File: src/rtl/wep_pkg.sv
// ----------------------------------------------------------------------------
// wep_pkg: shared types for the watch entry pool
// Request and status codes, datapath operation codes and the status bundle
// that the datapath returns to the controller.
// ----------------------------------------------------------------------------
package wep_pkg;

  // Maximum number of results one list request emits
  localparam int LIST_MAX = 32;
  localparam int CNT_W    = $clog2(LIST_MAX);
  localparam int NUM_W    = 5;
  localparam int VAL_W    = 32;

  typedef enum logic [1:0] {
    REQ_ALLOC  = 2'd0,
    REQ_DELETE = 2'd1,
    REQ_CHECK  = 2'd2,
    REQ_LIST   = 2'd3
  } req_t;

  typedef enum logic [1:0] {
    ST_OK        = 2'd0,
    ST_FULL      = 2'd1,
    ST_NOT_FOUND = 2'd2,
    ST_EMPTY     = 2'd3
  } res_status_t;

  // One operation per cycle, issued by the controller
  typedef enum logic [3:0] {
    OP_NONE,
    OP_LATCH,
    OP_ALLOC_FULL,
    OP_ALLOC_START,
    OP_ALLOC_POP,
    OP_ALLOC_LINK,
    OP_NOT_FOUND,
    OP_DEL_START,
    OP_DEL_FETCH,
    OP_DEL_WALK,
    OP_DEL_FREE,
    OP_CHK_START,
    OP_CHK_UPDATE,
    OP_LIST_EMPTY,
    OP_LIST_START,
    OP_LIST_EMIT
  } dp_op_t;

  // Datapath status seen by the controller
  typedef struct packed {
    req_t req;
    logic free_none;
    logic hit;
    logic head_none;
    logic head_is_num;
    logic link_is_num;
    logic list_last;
  } sts_t;

endpackage

File: src/rtl/wep_ctrl.sv
// ----------------------------------------------------------------------------
// wep_ctrl: request sequencer for the watch entry pool
// Steps each request through its operations and drives busy.
// ----------------------------------------------------------------------------
module wep_ctrl (
  input  logic           clk,
  input  logic           rst,
  input  logic           start,
  input  wep_pkg::sts_t  sts,
  output wep_pkg::dp_op_t op,
  output logic           busy
);
  import wep_pkg::*;

  typedef enum logic [3:0] {
    S_IDLE,
    S_DECODE,
    S_ALLOC_POP,
    S_ALLOC_LINK,
    S_DEL_FETCH,
    S_DEL_WALK,
    S_DEL_FREE,
    S_CHK_UPDATE,
    S_LIST_EMIT
  } state_t;

  state_t state;
  state_t state_next;

  // Pick the operation and the next state
  always_comb begin
    op         = OP_NONE;
    state_next = state;
    case (state)
      S_IDLE: begin
        if (start) begin
          op         = OP_LATCH;
          state_next = S_DECODE;
        end
      end
      S_DECODE: begin
        case (sts.req)
          REQ_ALLOC: begin
            if (sts.free_none) begin
              op         = OP_ALLOC_FULL;
              state_next = S_IDLE;
            end else begin
              op         = OP_ALLOC_START;
              state_next = S_ALLOC_POP;
            end
          end
          REQ_DELETE: begin
            if (!sts.hit) begin
              op         = OP_NOT_FOUND;
              state_next = S_IDLE;
            end else begin
              op         = OP_DEL_START;
              state_next = S_DEL_FETCH;
            end
          end
          REQ_CHECK: begin
            if (!sts.hit) begin
              op         = OP_NOT_FOUND;
              state_next = S_IDLE;
            end else begin
              op         = OP_CHK_START;
              state_next = S_CHK_UPDATE;
            end
          end
          default: begin
            if (sts.head_none) begin
              op         = OP_LIST_EMPTY;
              state_next = S_IDLE;
            end else begin
              op         = OP_LIST_START;
              state_next = S_LIST_EMIT;
            end
          end
        endcase
      end
      S_ALLOC_POP: begin
        op         = OP_ALLOC_POP;
        state_next = S_ALLOC_LINK;
      end
      S_ALLOC_LINK: begin
        op         = OP_ALLOC_LINK;
        state_next = S_IDLE;
      end
      S_DEL_FETCH: begin
        op         = OP_DEL_FETCH;
        state_next = sts.head_is_num ? S_DEL_FREE : S_DEL_WALK;
      end
      S_DEL_WALK: begin
        op         = OP_DEL_WALK;
        state_next = sts.link_is_num ? S_DEL_FREE : S_DEL_WALK;
      end
      S_DEL_FREE: begin
        op         = OP_DEL_FREE;
        state_next = S_IDLE;
      end
      S_CHK_UPDATE: begin
        op         = OP_CHK_UPDATE;
        state_next = S_IDLE;
      end
      S_LIST_EMIT: begin
        op         = OP_LIST_EMIT;
        state_next = sts.list_last ? S_IDLE : S_LIST_EMIT;
      end
      default: begin
        op         = OP_NONE;
        state_next = S_IDLE;
      end
    endcase
  end

  // Hold state and busy
  always_ff @(posedge clk) begin
    if (rst) begin
      state <= S_IDLE;
      busy  <= 1'b0;
    end else begin
      state <= state_next;
      busy  <= (state_next != S_IDLE);
    end
  end

endmodule

File: src/rtl/wep_dp.sv
// ----------------------------------------------------------------------------
// wep_dp: storage and datapath of the watch entry pool
// Link and value memories, list pointers, active flags and result registers.
// ----------------------------------------------------------------------------
module wep_dp #(
  parameter int NUM_ENTRIES = 32
) (
  input  logic                   clk,
  input  logic                   rst,
  input  wep_pkg::dp_op_t        op,
  input  logic [1:0]             req_type,
  input  logic [4:0]             entry_number,
  input  logic [31:0]            entry_value,
  output wep_pkg::sts_t          sts,
  output logic                   result_valid,
  output logic [1:0]             status,
  output logic [4:0]             result_number,
  output logic [31:0]            old_value,
  output logic                   changed,
  output logic                   last
);
  import wep_pkg::*;

  localparam int LW = $clog2(NUM_ENTRIES + 1);
  localparam int EW = $clog2(NUM_ENTRIES);
  localparam int CW = (LW > NUM_W) ? LW : NUM_W;
  localparam logic [LW-1:0] NONE = LW'(NUM_ENTRIES);

  // Memories
  logic [LW-1:0]    link_mem [NUM_ENTRIES];
  logic [VAL_W-1:0] val_mem  [NUM_ENTRIES];
  logic [NUM_ENTRIES-1:0] link_ok;
  logic [NUM_ENTRIES-1:0] mark;

  // Pointers
  logic [LW-1:0] head;
  logic [LW-1:0] tail;
  logic [LW-1:0] free_head;

  // Request and walk registers
  req_t             req_q;
  logic [NUM_W-1:0] num_q;
  logic [VAL_W-1:0] val_q;
  logic [LW-1:0]    cur;
  logic [LW-1:0]    nxt;
  logic [VAL_W-1:0] held;
  logic [CNT_W-1:0] cnt;

  // Read port
  logic [EW-1:0]    rd_addr;
  logic [EW-1:0]    rd_addr_q;
  logic [LW-1:0]    link_q;
  logic             link_ok_q;
  logic [LW-1:0]    link_rd;
  logic [VAL_W-1:0] val_rd;

  // Write ports
  logic             lw_en;
  logic [EW-1:0]    lw_addr;
  logic [LW-1:0]    lw_data;
  logic             vw_en;
  logic [EW-1:0]    vw_addr;

  logic [CW-1:0]    num_c;
  logic [EW-1:0]    num_idx;
  logic [LW-1:0]    num_l;
  logic             num_in_range;

  // Result fields
  logic             emit;
  res_status_t      o_status;
  logic [NUM_W-1:0] o_num;
  logic [VAL_W-1:0] o_val;
  logic             o_chg;
  logic             o_last;

  assign num_c        = CW'(num_q);
  assign num_idx      = EW'(num_c);
  assign num_l        = LW'(num_c);
  assign num_in_range = (num_c < CW'(NUM_ENTRIES));

  // Unwritten links read as their reset chain
  assign link_rd = link_ok_q ? link_q : (LW'(rd_addr_q) + LW'(1));

  // Status to the controller
  always_comb begin
    sts.req         = req_q;
    sts.free_none   = (free_head == NONE);
    sts.hit         = num_in_range && mark[num_idx];
    sts.head_none   = (head == NONE);
    sts.head_is_num = (head == num_l);
    sts.link_is_num = (link_rd == num_l);
    sts.list_last   = (link_rd == NONE) || (cnt == CNT_W'(LIST_MAX - 1));
  end

  // Select the read address
  always_comb begin
    case (op)
      OP_ALLOC_START:               rd_addr = free_head[EW-1:0];
      OP_DEL_START, OP_CHK_START:   rd_addr = num_idx;
      OP_LIST_START, OP_DEL_FETCH:  rd_addr = head[EW-1:0];
      OP_DEL_WALK, OP_LIST_EMIT:    rd_addr = link_rd[EW-1:0];
      default:                      rd_addr = num_idx;
    endcase
  end

  // Drive the memory writes
  always_comb begin
    lw_en   = 1'b0;
    lw_addr = cur[EW-1:0];
    lw_data = NONE;
    vw_en   = 1'b0;
    vw_addr = num_idx;
    case (op)
      OP_ALLOC_POP: begin
        lw_en   = 1'b1;
        vw_en   = 1'b1;
        vw_addr = cur[EW-1:0];
      end
      OP_ALLOC_LINK: begin
        lw_en   = (tail != NONE);
        lw_addr = tail[EW-1:0];
        lw_data = cur;
      end
      OP_DEL_WALK: begin
        lw_en   = sts.link_is_num;
        lw_data = nxt;
      end
      OP_DEL_FREE: begin
        lw_en   = 1'b1;
        lw_addr = num_idx;
        lw_data = free_head;
      end
      OP_CHK_UPDATE: begin
        vw_en = 1'b1;
      end
      default: begin
        lw_en = 1'b0;
      end
    endcase
  end

  // Link memory, registered read
  always_ff @(posedge clk) begin
    if (lw_en) begin
      link_mem[lw_addr] <= lw_data;
    end
    link_q    <= link_mem[rd_addr];
    link_ok_q <= link_ok[rd_addr];
    rd_addr_q <= rd_addr;
  end

  // Value memory, registered read
  always_ff @(posedge clk) begin
    if (vw_en) begin
      val_mem[vw_addr] <= val_q;
    end
    val_rd <= val_mem[rd_addr];
  end

  // Pointers, active flags and link valid flags
  always_ff @(posedge clk) begin
    if (rst) begin
      head      <= NONE;
      tail      <= NONE;
      free_head <= '0;
      link_ok   <= '0;
      mark      <= '0;
    end else begin
      if (lw_en) begin
        link_ok[lw_addr] <= 1'b1;
      end
      case (op)
        OP_ALLOC_POP: begin
          free_head         <= link_rd;
          mark[cur[EW-1:0]] <= 1'b1;
        end
        OP_ALLOC_LINK: begin
          if (tail == NONE) begin
            head <= cur;
          end
          tail <= cur;
        end
        OP_DEL_FETCH: begin
          if (head == num_l) begin
            head <= link_rd;
            if (tail == num_l) begin
              tail <= NONE;
            end
          end
        end
        OP_DEL_WALK: begin
          if (sts.link_is_num && (tail == num_l)) begin
            tail <= cur;
          end
        end
        OP_DEL_FREE: begin
          mark[num_idx] <= 1'b0;
          free_head     <= num_l;
        end
        default: begin
          head <= head;
        end
      endcase
    end
  end

  // Request latch and walk registers
  always_ff @(posedge clk) begin
    case (op)
      OP_LATCH: begin
        req_q <= req_t'(req_type);
        num_q <= entry_number;
        val_q <= entry_value;
      end
      OP_ALLOC_START: cur <= free_head;
      OP_DEL_FETCH: begin
        nxt  <= link_rd;
        held <= val_rd;
        cur  <= head;
      end
      OP_DEL_WALK: begin
        if (!sts.link_is_num) begin
          cur <= link_rd;
        end
      end
      OP_LIST_START: begin
        cur <= head;
        cnt <= '0;
      end
      OP_LIST_EMIT: begin
        cur <= link_rd;
        cnt <= cnt + CNT_W'(1);
      end
      default: begin
        cnt <= cnt;
      end
    endcase
  end

  // Form the result
  always_comb begin
    emit     = 1'b1;
    o_status = ST_OK;
    o_num    = '0;
    o_val    = '0;
    o_chg    = 1'b0;
    o_last   = 1'b1;
    case (op)
      OP_ALLOC_FULL: o_status = ST_FULL;
      OP_NOT_FOUND: begin
        o_status = ST_NOT_FOUND;
        o_num    = num_q;
      end
      OP_LIST_EMPTY: o_status = ST_EMPTY;
      OP_ALLOC_LINK: o_num = NUM_W'(cur);
      OP_DEL_FREE: begin
        o_num = num_q;
        o_val = held;
      end
      OP_CHK_UPDATE: begin
        o_num = num_q;
        o_val = val_rd;
        o_chg = (val_rd != val_q);
      end
      OP_LIST_EMIT: begin
        o_num  = NUM_W'(cur);
        o_val  = val_rd;
        o_last = sts.list_last;
      end
      default: emit = 1'b0;
    endcase
  end

  // Result strobe
  always_ff @(posedge clk) begin
    if (rst) begin
      result_valid <= 1'b0;
    end else begin
      result_valid <= emit;
    end
  end

  // Result payload
  always_ff @(posedge clk) begin
    if (emit) begin
      status        <= o_status;
      result_number <= o_num;
      old_value     <= o_val;
      changed       <= o_chg;
      last          <= o_last;
    end
  end

endmodule

File: src/rtl/watch_entry_pool.sv
// Each request is latched, then decoded; a failed request ends at decode,
// allocate then pops and links, check updates, delete fetches, walks the
// active list up to the entry and frees it, and list emits one result a cycle.
// The delete walk and list follow one link per cycle through the link memory.
// A new request is taken in the cycle the final result shows; results cannot
// be stalled. Synchronous reset: all entries free, active list empty.
// ----------------------------------------------------------------------------
// watch_entry_pool: fixed pool of watch entries
// Free stack plus ordered active list with allocate, delete, check and list.
// ----------------------------------------------------------------------------
module watch_entry_pool #(
  parameter int NUM_ENTRIES = 32
) (
  input  logic        clk,
  input  logic        rst,
  input  logic        start,
  output logic        busy,
  input  logic [1:0]  req_type,
  input  logic [4:0]  entry_number,
  input  logic [31:0] entry_value,
  output logic        result_valid,
  output logic [1:0]  status,
  output logic [4:0]  result_number,
  output logic [31:0] old_value,
  output logic        changed,
  output logic        last
);
  import wep_pkg::*;

  dp_op_t op;
  sts_t   sts;

  // Sequence each request
  wep_ctrl u_ctrl (
    .clk   (clk),
    .rst   (rst),
    .start (start),
    .sts   (sts),
    .op    (op),
    .busy  (busy)
  );

  // Storage and results
  wep_dp #(
    .NUM_ENTRIES (NUM_ENTRIES)
  ) u_dp (
    .clk           (clk),
    .rst           (rst),
    .op            (op),
    .req_type      (req_type),
    .entry_number  (entry_number),
    .entry_value   (entry_value),
    .sts           (sts),
    .result_valid  (result_valid),
    .status        (status),
    .result_number (result_number),
    .old_value     (old_value),
    .changed       (changed),
    .last          (last)
  );

endmodule

File: config.mk
export PLATFORM = sky130hd
export DESIGN_NAME = watch_entry_pool
export DESIGN_NICKNAME = d
export VERILOG_FILES = /design/src/rtl/wep_pkg.sv /design/src/rtl/wep_ctrl.sv /design/src/rtl/wep_dp.sv /design/src/rtl/watch_entry_pool.sv
export SDC_FILE = /design/constraint.sdc
export NUM_CORES = 2
export LEC_CHECK = 0
export BUFFER_PORTS_ARGS = -buffer_cell sky130_fd_sc_hd__buf_2
export CORE_AREA = 4 4 386 388
export CTS_BUF_LIST = sky130_fd_sc_hd__clkbuf_4
export DETAILED_ROUTE_END_ITERATION = 7
export DIE_AREA = 0 0 390 392
export SETUP_SLACK_MARGIN = 0.02
export SLEW_MARGIN = 20
export SYNTH_ARGS = -nofsm -noshare
export SYNTH_HDL_FRONTEND = slang
export SYNTH_HIERARCHICAL = 1
export SYNTH_SLANG_ARGS = --single-unit
export TNS_END_PERCENT = 1
File: constraint.sdc
create_clock -name clk -period 14.7 [get_ports clk]
set_input_delay 2.205 -clock clk [delete_from_list [all_inputs] [get_ports clk]]
set_output_delay 2.205 -clock clk [all_outputs]
set_load 0.005 [all_outputs]
# Word-level counts from Yosys, hierarchy flattened
# Memory sizes are Yosys's and may differ from the RTL's. A register that Yosys moved wholly into a read port is not among the register bits.
# Index checks and enable logic that the tools add are counted.
[word_totals] n_memories=2 out_inout_bits=43 wordCells=155 ff_bits=223 ramBits=1216 inputBits=42
[mem_list] name="u_dp.val_mem" depth=32 word_bits=32 read_ports=1 rd_clocked_by_memory_dff=1 wr=1 line_no="wep_dp.sv:31" text="logic [VAL_W-1:0] val_mem [NUM_ENTRIES];"
[mem_list] name="u_dp.link_mem" depth=32 word_bits=6 read_ports=1 rd_clocked_by_memory_dff=1 wr=1 line_no="wep_dp.sv:30" text="logic [LW-1:0] link_mem [NUM_ENTRIES];"
[classes] mux=54 magnitude_cmp=8 add_sub_neg=2 n_eq_ne=38 bitwise_logic=4 n_reduce_logical=25
[ops] cell="32-bit case mux with 2 select lines" n=2
[ops] cell="32-bit bitwise OR" n=2
[ops] cell="6-bit two-way mux" n=7
[ops] cell="4-bit case mux with 9 select lines" n=1
[ops] cell="6-bit case mux with 3 select lines" n=2
[ops] cell="32-bit AND" n=1
[ops] cell="4-bit == test (second input constant)" n=8
[ops] cell="32-bit != test" n=1
[ops] cell="32-bit NOT" n=1
[ops] cell="5-bit by 6-bit less-than comparator with 1-bit output (second input constant)" n=5
[ops] cell="5-bit case mux with 2 select lines" n=3
[ops] cell="4-bit by 3-bit == test with 1-bit output (second input constant)" n=7
[ops] cell="6-bit == test (second input constant)" n=4
[ops] cell="4-bit case mux with 3 select lines" n=2
[ops] cell="4-bit case mux with 6 select lines" n=1
[ops] cell="6-bit case mux with 2 select lines" n=2
[ops] cell="6-bit case mux with 4 select lines" n=1
[ops] cell="6-bit by 5-bit == test with 1-bit output" n=3
[ops] cell="4-bit by 2-bit == test with 1-bit output (second input constant)" n=4
[ops] cell="4-bit two-way mux" n=4
[ops] cell="1-bit demux with 5-bit select" n=3
[ops] cell="5-bit by 1-bit greater-or-equal comparator with 1-bit output (second input constant)" n=3
[ops] cell="5-bit case mux with 3 select lines" n=1
[ops] cell="1-bit two-way mux" n=14
[ops] cell="28 further kinds" n=49

# Longest topological paths before layout
[logic_depth] depth_word=13 depth_mapped=23 ltp_nobuf=18

# By module
# The synthesis kept the hierarchy.
[by_module_without_submodules] mod="wep_dp" seq_area_each_um2=42931.2 area_each_um2=57388.8 cells_each=4202 instances=1
[by_module_without_submodules] mod="wep_ctrl" seq_area_each_um2=100.1 area_each_um2=508.0 cells_each=67 instances=1

# Worst setup path before layout
# OpenSTA, ideal clock, no wires.
[synth_path] path_type="input to register" start="in start" end="reg u_dp.changed, enable pin" setup_ns=0.440 required_time_ns=14.260 path_stages=9 n_path_buf=3 slack_ns=8.854 arrival_time_ns=5.405 cell_sequence="nor2_1 nor3_1 a21oi_1 o22ai_1 clkbuf_1 clkbuf_1 clkbuf_1 a31oi_1 nor2_1"
[synth_via] elab_chain_cells=5
[synth_lines] item="start, declared" line_no="watch_entry_pool.sv:16" text="input logic start,"
[synth_lines] item="1-bit two-way mux *" line_no="wep_ctrl.sv:36" text="if (start) begin"
[synth_lines] item="4-bit case mux with 9 select lines *" line_no="wep_ctrl.sv:34" text="case (state)"
[synth_lines] item="net op[0]" line_no="watch_entry_pool.sv:30" text="dp_op_t op;"
[synth_lines] item="4-bit by 2-bit == test with 1-bit output, or another cell as far along" line_no="wep_dp.sv:249" text="case (op)"
[synth_lines] item="7-bit OR reduction (no source line) *"
[synth_lines] item="1-bit two-way mux *" line_no="wep_dp.sv:249"
[synth_lines] item="net u_dp.emit" line_no="wep_dp.sv:70" text="logic emit;"
[synth_lines] item="end signal, assigned" line_no="wep_dp.sv:290" text="changed <= o_chg;"
[synth_lines] item="end, declared" line_no="wep_dp.sv:19" text="output logic changed,"
# Mark *: on every way through the listed nets, which the timed path passes. The rest lies on a longest branch.
# A chain may end at the register's enable or synchronous reset.

==> flow_metrics.tcl <==
set metrics [dict create \
    outcome "complete, no violations" \
    drtPass1Iterations 7 \
    root_buffer "clkbuf_4" \
    final_util 0.453 \
    skew_ps 77.1 \
    final.setup.tns_ps 0 \
    fin_cells 6811 \
    start_kind "register" \
    core_um2 145000 \
    slew_viol_final 0 \
    detail-route-antenna-nets 0 \
    power.leakage_nw 22.3 \
    worstSetupPathType "register to register" \
    yosys_register_bits 1477 \
    cts_max_path_buffers 4 \
    post-synth-top-count-cell "edfxtp_1" \
    path_buf_inv 7 \
    worstPathCellList "buf_4 > mux4_2 > nor2b_1 > a41oi_1 > nand4_1 > inv_1 > a21oi_1 > o31a_1 > o21ai_1 > buf_4 > xor2_1 > a211oi_1 > a221oi_4 > inv_8 > buf_4 > buf_4 > mux4_2 > a2111oi_0 > buf_4 > a22oi_1" \
    clk_latency_ps 1260 \
    syn-cell-area_um2 57900 \
    drc 0 \
    syn2layout_area_growth_pct 13.8 \
    crit_required_ps 15760 \
    die-area_um2 153000 \
    fin_hold_ws_ps 461 \
    min_path_type "register to register" \
    postCtsSetupBuffers 0 \
    slew_headroom 0.194 \
    async_reset_ff_frac 0 \
    max_freq_mhz 136 \
    final.min_clock_period_ps 7360 \
    hpwl_um 93300 \
    synthTopCellsByCount "1345 x edfxtp_1, 1055 x nand2_1, 297 x nand3_1" \
    port_buffers 84 \
    synth_edf_count 1345 \
    dp.cells 6128 \
    crit_slowest_cell "a2111oi_0" \
    antenna_found_initial 11 \
    synth_top_area_frac 0.698 \
    nNetsFinal 4652 \
    ioPinCount 85 \
    synth_cells 4269 \
    cts_tree "built" \
    critPathArrivalTime_ps 8410 \
    synthTopCellsByArea "edfxtp_1 70%, nand2_1 6.8%, dfxtp_1 4.6%" \
    numCtsBuffers 394 \
    worstMarginPinSlew_ps 1210 \
    die_h_um 392 \
    final_hold_viol_count 0 \
    grt_pass1_wl_um 244000 \
    via_per_inst 5.59 \
    synth_nets 4314 \
    track_usage 0.214 \
    power.total_mw 16.2 \
    cp_max_fo 81 \
    ys_warn_count 6 \
    wl_um 166000 \
    rsz0062_at_grt "no" \
    crit_path_end_kind "register" \
    num_rows 140 \
    r2r-start "u_dp/num_idx[0]$_DFFE_PN_" \
    ys_seq_area_frac 0.743 \
    powerDensity_nw_per_um2 245 \
    htree_num_levels 5 \
    gp_congestion 0.865 \
    via_count 38053 \
    crit_path_start "u_dp/num_idx[0]$_DFFE_PN_" \
    grt_max_degree 206 \
    crit_family "buffers and inverters" \
    cts_resized 0 \
    slowest_delay_ps 830 \
    ir_worst_vdd_v 0.000336 \
    routedWlPerCell_um 24.4 \
    cts_hold_buf 0 \
    fin_crit_sh 0.500 \
    clock_sinks 1477 \
    grt-ovfl-total 0 \
    synth-main-ff-cell "edfxtp_1" \
    crit_top_cell "buf_4" \
    hold_start "u_dp/link_ok[4]$_SDFFE_PP0P_" \
    syn_avg_cell_area_um2 13.6 \
    die_width_um 390 \
    setup_violations 0 \
    maxCapViolations 0 \
    ys_types 70 \
    grt_pass1_vias 37247 \
    drive_above_1_share 0.194 \
    yosysTopAreaCell "edfxtp_1" \
    drtIter0Drc 3854 \
    clkTransAtPathRegs_ps 60 \
    start_util 0.398 \
]
[worst reg2reg max path, cell delays in order (launching register included)]
cell	delay, ps
edfxtp_1	320
buf_4	280
mux4_2	540
nor2b_1	140
a41oi_1	160
nand4_1	340
inv_1	210
a21oi_1	90
o31a_1	250
o21ai_1	130
buf_4	280
xor2_1	100
a211oi_1	480
a221oi_4	170
inv_8	470
buf_4	760
buf_4	730
mux4_2	610
a2111oi_0	830
buf_4	230
a22oi_1	60
[cells by family after synthesis]
kind of cell,count (synthesis),synth area share
AND/OR/NAND/NOR,1681,0.126
AO/OA/AOI/OAI,705,0.0825
multiplexers,56,0.0197
flip-flops,1477,0.743
buffers and inverters,290,0.0196
XOR/XNOR,57,0.00862
adder cells (fa/ha/maj),3,0.000648
[metal layers]
layer	vias to the layer above	wire (um)	track usage
met5	-	0	0
met4	0	6480	0.0921
met3	361	12900	0.0381
met2	1814	79400	0.348
met1	18925	67600	0.283
li1	16953	-	-
[state kept, by name (all words and copies together) (netlist names), 5 cells and up]
name                cells
u_dp/cnt                5
u_dp/cur                6
u_dp/free_head          6
u_dp/head               6
u_dp/held              32
u_dp/link_mem         192
u_dp/link_ok           32
u_dp/link_q             6
u_dp/mark              32
u_dp/num_idx            5
u_dp/nxt                6
u_dp/old_value         32
u_dp/rd_addr_q          5
u_dp/result_number      5
u_dp/tail               6
u_dp/val_mem         1024
u_dp/val_q             32
u_dp/val_rd            32
[final timing paths]
| path | end | slack (ps) | cells after the start |
|---|---|---|---|
| worst max-delay path | u_dp/val_rd[3]$_DFF_P_ | 7340 | 20 |
| worst min-delay path | u_dp/link_ok[4]$_SDFFE_PP0P_ | 460 | 1 |
| worst max register to register | u_dp/val_rd[3]$_DFF_P_ | 7340 | 20 |
| worst min register to register | u_dp/link_ok[4]$_SDFFE_PP0P_ | 460 | 1 |
[final cells by class]
type	count	area (um2)
timing repair buffer	214	1430
clock buffer	578	4340
antenna	8	20.0
sequential	1477	43000
fill	13120	79500
tap	1917	2400
clock inverter	97	437
multi-input combinational	2502	14200
inverter	18	81.3
[power by group]
group / switching (mW) / internal, mW
combinational: 4.93 / 1.97
sequential: 0.334 / 5.49
clock: 1.63 / 1.82
total: 6.89 / 9.28
[cells in the final DEF (no fill, tap or decap), drive strengths merged, types with 10 or more instances in the layout]
master,count
clkinv,91
nand4,94
nor2b,16
buf,212
o2bb2ai,24
a221o,42
a22o,108
a2111oi,40
a31oi,47
inv,22
dfxtp,132
and3,14
edfxtp,1345
a21oi,280
xor2,10
nand3,297
nor3,21
clkbuf,578
a22oi,48
nand2b,14
mux4,46
nor2,112
nand2,1055
xnor2,47
o21ai,58
[stage by stage]
step | area (um2) | setup slack [ps]
2_1_floorplan | 57900 | 8850
3_3_place_gp | 61000 | 6750
3_5_place_dp | 61100 | 6850
4_1_cts | 65900 | 7360
5_1_grt | 65900 | 6820
6_report | 65900 | 7340
Power figures use the tool's default switching activity.
